[src/sv/ilts_pkg.sv]
// Shared types and constants of the luminance and texture statistics block.
`timescale 1ns / 1ps
package ilts_pkg;

	// Operation of the shared arithmetic unit.
	typedef enum logic [2:0] {
		ALU_MUL  = 3'b001,
		ALU_DIV  = 3'b010,
		ALU_SQRT = 3'b100
	} alu_op_t;

	localparam int STEP_W = 7;

	typedef struct packed {
		logic              start;
		alu_op_t           op;
		logic [STEP_W-1:0] steps;
	} alu_ctl_t;

	// Rec.709 weights in Q0.16, summing to 65536.
	localparam logic [15:0] LUMA_KR  = 16'd13933;
	localparam logic [15:0] LUMA_KG  = 16'd46871;
	localparam logic [15:0] LUMA_KB  = 16'd4732;
	localparam logic [7:0]  LUMA_RND = 8'd128;

	localparam logic [21:0] VAR_CAP = 22'd4161536;

	// Register indexes on the configuration port.
	localparam logic [1:0] REG_WIDTH  = 2'd0;
	localparam logic [1:0] REG_HEIGHT = 2'd1;
	localparam logic [1:0] REG_THRESH = 2'd2;

	localparam logic [12:0] WIDTH_RST  = 13'd640;
	localparam logic [12:0] HEIGHT_RST = 13'd480;
	localparam logic [16:0] THRESH_RST = 17'd11750;

	// Quotient bits of each division and square root sizing.
	localparam int MEAN_QB    = 16;
	localparam int VAR_QB     = 23;
	localparam int FRAC_QB    = 17;
	localparam int ROOT_STEPS = 17;
	localparam int ROOT_TOP   = 32;

endpackage

[src/sv/ilts_alu.sv]
// Shared iterative unit: shift-add multiply, restoring divide, rounded square root.
`timescale 1ns / 1ps
module ilts_alu #(
	parameter int W = 84
) (
	input  logic              clk,
	input  logic              arst_n,
	input  ilts_pkg::alu_ctl_t ctl,
	input  logic [W-1:0]      opa,
	input  logic [W-1:0]      opb,
	output logic              done,
	output logic [W-1:0]      result
);

	import ilts_pkg::*;

	logic              busy_q;
	logic              done_q;
	alu_op_t           op_q;
	logic [STEP_W-1:0] cnt_q;
	logic [W-1:0]      x_q;
	logic [W-1:0]      y_q;
	logic [W-1:0]      acc_q;
	logic [W:0]        diff;
	logic [W-1:0]      trial;
	logic [W-1:0]      msum;

	assign diff  = {1'b0, x_q} - {1'b0, y_q};
	assign trial = acc_q + y_q;
	assign msum  = acc_q + x_q;

	always_ff @(posedge clk or negedge arst_n) begin
		if (!arst_n) begin
			busy_q <= 1'b0;
			done_q <= 1'b0;
			op_q   <= ALU_MUL;
			cnt_q  <= '0;
		end else begin
			done_q <= 1'b0;
			if (ctl.start) begin
				busy_q <= 1'b1;
				op_q   <= ctl.op;
				cnt_q  <= ctl.steps;
			end else if (busy_q) begin
				if (cnt_q == '0) begin
					busy_q <= 1'b0;
					done_q <= 1'b1;
				end else begin
					cnt_q <= cnt_q - STEP_W'(1);
				end
			end
		end
	end

	always_ff @(posedge clk) begin
		if (ctl.start) begin
			x_q   <= opa;
			y_q   <= opb;
			acc_q <= '0;
		end else if (busy_q) begin
			if (cnt_q != '0) begin
				case (op_q)
					ALU_MUL: begin
						if (y_q[0]) begin
							acc_q <= msum;
						end
						x_q <= x_q << 1;
						y_q <= y_q >> 1;
					end
					ALU_DIV: begin
						if (!diff[W]) begin
							x_q   <= diff[W-1:0];
							acc_q <= {acc_q[W-2:0], 1'b1};
						end else begin
							acc_q <= {acc_q[W-2:0], 1'b0};
						end
						y_q <= y_q >> 1;
					end
					ALU_SQRT: begin
						if (x_q >= trial) begin
							x_q   <= x_q - trial;
							acc_q <= (acc_q >> 1) + y_q;
						end else begin
							acc_q <= acc_q >> 1;
						end
						y_q <= y_q >> 2;
					end
					default: begin
						acc_q <= acc_q;
					end
				endcase
			end else if (op_q == ALU_SQRT && x_q > acc_q) begin
				// Round the root to nearest.
				acc_q <= acc_q + W'(1);
			end
		end
	end

	assign done   = done_q;
	assign result = acc_q;

endmodule

[config.mk]
export PLATFORM = sky130hd
export DESIGN_NAME = ilts_alu
export DESIGN_NICKNAME = d
export VERILOG_FILES = /design/src/sv/ilts_pkg.sv /design/src/sv/ilts_alu.sv
export SDC_FILE = /design/constraint.sdc
export NUM_CORES = 2
export LEC_CHECK = 0
export ABC_AREA = 1
export BUFFER_PORTS_ARGS = -buffer_cell sky130_fd_sc_hd__buf_4
export CAP_MARGIN = 25
export CORE_MARGIN = 1.5
export CORE_UTILIZATION = 35
export DETAILED_ROUTE_END_ITERATION = 7
export PLACE_DENSITY = 0.55
export SLEW_MARGIN = 0
export SYNTH_ARGS = -nofsm -noshare
export SYNTH_HDL_FRONTEND = slang
export SYNTH_SLANG_ARGS = --single-unit
export TNS_END_PERCENT = 100
[constraint.sdc]
create_clock -name clk -period 10.2 [get_ports clk]
set_input_delay 0.51 -clock clk [delete_from_list [all_inputs] [get_ports clk]]
set_output_delay 0.51 -clock clk [all_outputs]
set_load 0.05 [all_outputs]
== Word level (Yosys, flattened, before mapping) ==
Cells that the tools add are included.
Widths: inputs -> output; s select.

* Output and inout port bits: 85
* Bits in registers: 264
* Logic and storage cells: 62

* Reductions and logical operators: 13
* Equal/unequal tests: 8
* $lt $le $gt $ge: 2
* $add $sub $neg: 7
* Multiplexer cells: 25

{| class="wikitable"
|+ Operators with widths
! cell !! count
|-
| $mux 84 || 12
|-
| $pmux 84 s3 || 2
|-
| $add 84x84->84 || 2
|-
| $pmux 84 s2 || 1
|-
| $sub 84x84->85 || 1
|-
| $add 83x84->84 || 1
|-
| $add 84x1->84 const B || 1
|-
| $ge 84x84->1 || 1
|-
| $gt 84x84->1 || 1
|-
| $sub 84x84->84 || 1
|-
| $mux 7 || 3
|-
| $ne 3x3->1 const B || 3
|-
| $logic_not 7->1 || 1
|-
| $mux 1 || 7
|-
| $reduce_bool 7->1 || 1
|-
| $sub 7x1->7 const B || 1
|-
| $reduce_bool 2->1 || 3
|-
| $reduce_and 5->1 || 1
|-
| $ne 4x1->1 const B || 1
|-
| $reduce_and 4->1 || 1
|-
| $reduce_bool 4->1 || 1
|-
| $eq 3x1->1 const B || 1
|-
| $eq 3x2->1 const B || 1
|-
| $eq 3x3->1 const B || 1
|-
| other kinds (6) || 6
|}

== Depth between registers and ports, before layout ==
* Depth in word-level cells: 7
* Gate-level depth with buffers: 33
* Depth with buffers taken out: 32

== Worst setup path before layout ==
OpenSTA, ideal clock, no wires.

* Path kind: flip-flop to flip-flop
* Start point: register acc_q[0], in the netlist result[0]
* End point: register x_q[0], enable pin
* Path slack: -1.145 ns
* Period minus slack after synthesis: 11.345 ns
* Required time: 9.550 ns
* Cell stages (with the launch flop): 31
* Arrival time: 10.696 ns
* Path buffers: 2
* Cell sequence: dfxtp_1 > ha_1 > fa_1 > nand3_1 > nand3_1 > a21boi_0 > o21ai_1 > nand2_1 > nand2_1 > nand2_1 > nand2_1 > a21oi_1 > o21ai_1 > nand2_1 > nand2_1 > xor2_1 > ha_1 > nand2_1 > nor2_1 > inv_1 > nor2_2 > inv_1 > nor2_2 > nand2_1 > nor2_4 > nor2_8 > nand2_4 > buf_12 > nor2_8 > buf_6 > o31ai_1

* Cells in the longest elaborated chain, start to end: 4

{| class="wikitable"
|+ Ends and longest elaborated chain
! element !! RTL line !! RTL
|-
| start, declared || ilts_alu.sv:23 || <nowiki>logic [W-1:0] acc_q;</nowiki>
|-
| start signal, assigned || ilts_alu.sv:65 || <nowiki>acc_q <= msum;</nowiki>
|-
| start signal, assigned || ilts_alu.sv:73 || <nowiki>acc_q <= {acc_q[W-2:0], 1'b1};</nowiki>
|-
| start signal, assigned || ilts_alu.sv:75 || <nowiki>acc_q <= {acc_q[W-2:0], 1'b0};</nowiki>
|-
| $add 84x84->84 || ilts_alu.sv:29 || <nowiki>assign trial = acc_q + y_q;</nowiki>
|-
| $ge 84x84->1 || ilts_alu.sv:80 || <nowiki>if (x_q >= trial) begin</nowiki>
|-
| $ne 3x3->1 (no source line) || -- ||
|-
| $reduce_and 5->1 (no source line) || -- ||
|-
| end signal, assigned || ilts_alu.sv:57 || <nowiki>x_q <= opa;</nowiki>
|-
| end signal, assigned || ilts_alu.sv:72 || <nowiki>x_q <= diff[W-1:0];</nowiki>
|-
| end signal, assigned || ilts_alu.sv:81 || <nowiki>x_q <= x_q - trial;</nowiki>
|-
| end, declared || ilts_alu.sv:21 || <nowiki>logic [W-1:0] x_q;</nowiki>
|}

No other way between the ends.
A chain may end at the register's enable or synchronous reset.

== Worst setup path in the final report ==
* Start point: register acc_q[48], in the netlist result[48]
* End point: register x_q[78], enable pin

Same word-level chain as after synthesis.

==> summary.md <==
| Metric | Value |
|---|---|
| Status | `finished, violations left` |
| Failing checks | `design-rule violations` |
| Switching Share | `0.662` |
| Combinational share of power | `0.797` |
| Reg clk slew, reported paths | `0.07 ns` |
| Slew Limit Fails | `0` |
| DRC Markers | `1` |
| Final Hold Fails | `0` |
| H-tree depth | `2` |
| Vias in the first global route | `~70000` |
| Initial antenna violation count | `13` |
| Filler Cell Count | `between 15000 and 20000` |
| Pwr per Cell Area | `288 nW/um^2` |
| Area of the multi-input gates | `41100 sq um` |
| Clock Power Share | `0.093` |
| Synth Net Count | `10900` |
| CP Max Fanout | `54` |
| Crit path top cell by count | `inv_1` |
| Number of max-cap violations | `0` |
| DR pass1 iterations | `8` |
| Synthesis Warnings | `0` |
| Cell chain of the critical path | `ha_1, nand2_1, nor2_1, inv_1, nor2_1, inv_1, nor2_1, inv_1, nor3_1, nand3_1, nand3_1, xnor2_1, ha_1, nand4_1, inv_1, nand2_1, nor4_2, nand2_4, nand2_4, nor2_8, o31ai_4, buf_12` |
| Post-route setup TNS | `0 ns` |
| P_int | `6030 uW` |
| GR Util All Layers | `0.472` |
| CP max stage cell | `o31ai_4` |
| Ys flop type | `edfxtp_1` |
| FF+latch count, synth | `~260` |
| Period utilization | `0.801` |
| Worst Clk Skew | `approximately 0.039 ns` |
| Max frequency | `122 MHz` |
| WHS Path Cells | `3` |
| VDD IR-drop max | `around 0.22 mV` |
| Via/cell ratio | `5.94` |
| Area contributors post-synth | `nand2_1 19%, inv_1 12%, ha_1 11%` |
| Layout cells sized above 1 | `0.0611` |
| Mean area per synthesized cell | `between 5 and 6 sq um` |
| Post-layout util | `0.395` |
| WL final | `397 mm` |
| Placed inst area | `approximately 60000 sq um` |
| Clk Latency, worst-skew pair | `0.69 ns` |
| Final Wtd Congestion | `1.17` |
| # rows | `approximately 150` |
| Worst Path Arrival | `8.49 ns` |
| Core area | `157000 sq um` |
| Switch Pwr | `11800 uW` |
| P_leak | `0.0298 uW` |
| Area grow syn2layout | `11.7%` |
| Initial DRC Count | `between 9000 and 10000` |
| Total grt overflow | `0` |
| RSZ-0062 raised after global routing | `no` |
| Slew margin rel. | `0.197` |
| Register area | `~7000 sq um` |
| Root buf cell | `clkbuf_16` |
| Nets@finish | `11200` |
| HPWL after DPL | `between 300 and 400 mm` |
| Clk buf depth | `3` |
| Worst endpoint required time | `about 11 ns` |
| Synth top area share | `0.190` |
| Critical path type | `register to register` |
| Starting Density | `0.353` |
| Seq/Total Area, Yosys | `0.127` |
| TritonCTS Buffers | `45` |
| Syn Inst Count | `10200` |
| Vias | `74800` |
| Count of cell types in the netlist | `67` |
| Clock Sinks | `264` |
| Port-buffer cells | `roughly 270` |
| Period minus WS final | `between 8 and 9 ns` |
| HP Class | `input port to register` |
| Setup crit start kind | `register` |
| CTS tree | `built` |
| Ys async rst share | `0.0455` |
| Routed WL per cell | `31.5 microns` |
| Die Width | `about 400 microns` |
| Final setup vio count | `0` |
| Reg power frac | `0.110` |
| Post-DRT Antenna Nets | `0` |
| Vert. Die Dim | `401 microns` |
| CP peak stage delay | `0.87 ns` |
| Post-route cell area | `61900 sq um` |
| Post-CTS Setup Bufs | `0` |
| Largest net degree at the start of global routing | `around 170` |
| Top Ports | `around 270` |
| CP Capture Type | `register` |
| First-pass GRT wire length | `530 mm` |
| Slew @ Worst Pin | `about 1.2 ns` |
| Cells on worst reg2reg path | `22` |
| Area leader, netlist | `nand2_1` |
| Die area | `161000 sq um` |
| Number of synthesized flops with an enable pin | `168` |
| Mapped Area | `55400 sq um` |
==> cell type report <==
type	instances	area share
flip-flops and latches	264	0.114
multi-input cells	8032	0.665
well taps	2058	0.0416
inverters	1730	0.105
repair buffers	419	0.0514
clock inverters	24	0.00344
diodes	9	0.000364
clock buffers	57	0.0199
==> logic make-up after synthesis <==
group,Yosys count,share of synthesized area
AOI/OAI and AO/OA,2046,0.200
xor gates and xnor gates,164,0.0259
adders and majority gates,508,0.115
buffers and inverters,1906,0.132
DFF,264,0.127
and+or+nand+nor,5314,0.400
==> path summary, 6_finish.rpt <==
path                                    startpoint                   end  slack (ns)
max reg2reg                result[48]$_SDFFE_PP0P_     x_q[78]$_DFFE_PP_        2.03
min in group asynchronous                   arst_n   op_q[1]$_DFFE_PN0P_        0.25
max in group asynchronous                   arst_n   op_q[0]$_DFFE_PN1P_        9.71
min reg2reg                   cnt_q[5]$_DFFE_PN0P_  cnt_q[5]$_DFFE_PN0P_        0.53
max                        result[48]$_SDFFE_PP0P_     x_q[78]$_DFFE_PP_        2.03
min                                         ctl[6]  cnt_q[6]$_DFFE_PN0P_        0.05
==> synthesized netlist by cell type (31+ instances only) <==
| cell | n |
|---|---|
| nand4_1 | 176 |
| dfxtp_1 | 84 |
| o21a_1 | 56 |
| xnor2_1 | 74 |
| ha_1 | 503 |
| or2_2 | 85 |
| clkbuf_1 | 115 |
| a31oi_1 | 122 |
| o21ai_0 | 686 |
| o21bai_1 | 75 |
| nor3_1 | 171 |
| nand3_1 | 567 |
| nand2_1 | 2804 |
| edfxtp_1 | 168 |
| a21oi_1 | 949 |
| nor2_1 | 1345 |
| xor2_1 | 90 |
| nor4_1 | 31 |
| inv_1 | 1714 |
| nand3b_1 | 74 |
==> what timing repair did <==
action / 4_1_cts / 5_1_grt
resized for setup: 0 / 0
endpoints found under the hold margin: 12 / 0
hold buffers: 1 / 0
==> cell usage in the layout (no fill, tap or decap), drive strengths merged, types with 3 or more instances in the layout <==
cell | Yosys | layout
a211oi | 3 | 3
a21boi | 14 | 14
a21o | 30 | 30
a21oi | 955 | 955
a221oi | 6 | 6
a31oi | 122 | 122
and2 | 8 | 8
and3 | 9 | 9
buf | 56 | 414
bufinv | 0 | 3
clkbuf | 120 | 61
clkinv | 1 | 17
dfrtp | 11 | 11
dfxtp | 84 | 84
diode | 0 | 9
edfxtp | 168 | 168
fa | 5 | 5
ha | 503 | 503
inv | 1729 | 1732
nand2 | 2809 | 2809
nand3 | 570 | 570
nand3b | 74 | 74
nand4 | 178 | 178
nor2 | 1361 | 1361
nor3 | 180 | 180
nor4 | 34 | 34
o2111ai | 4 | 4
o211ai | 23 | 23
o21a | 56 | 56
o21ai | 717 | 717
o21bai | 75 | 75
o221ai | 4 | 4
o22ai | 17 | 17
o31ai | 10 | 10
or2 | 87 | 87
xnor2 | 74 | 74
xor2 | 90 | 90
==> through the flow <==
step	instances	hold WS, ns	power [uW]	setup slack (ns)
after global routing	12600	0.0617	18500	2.09
after floorplan	10200	0.214	9620	1.49
after CTS	12600	0.0362	17000	2.60
final	12600	0.0472	17800	2.03
after global placement	12500	0.367	15300	2.66
after detailed placement	12500	0.374	15300	2.60
==> per-layer routing <==
layer / track usage / share of wire
met1: 0.547 / 0.36
met2: 0.708 / 0.42
met3: 0.127 / 0.11
met4: 0.431 / 0.11
met5: 0 / 0.00014
==> critical path, delay by kind of cell (launching register included) <==
kind	cells	cell delay [ns]
and+or+nand+nor	13	4.03
xor gates and xnor gates	1	0.22
buffers and inverters	5	0.83
DFF	1	0.75
AOI/OAI and AO/OA	1	0.87
adders and majority gates	2	0.87
==> power groups by stage <==
stage | Combinational (uW) | Clock [uW] | Sequential, uW
finish | 14200 | 1660 | 1960
global route | 14900 | 1670 | 1930
CTS | 13500 | 1650 | 1880
detailed placement | 13400 | 0 | 1900
global placement | 13400 | 0 | 1890
floorplan | 7680 | 0 | 1940
==> sequential cells by signal, indices dropped and copies added, names as in the netlist <==
register,cells
busy_q,1
x_q,84
op_q,3
y_q,84
result,84
done,1
cnt_q,7
Note: power is estimated with default switching activity, not from simulation.
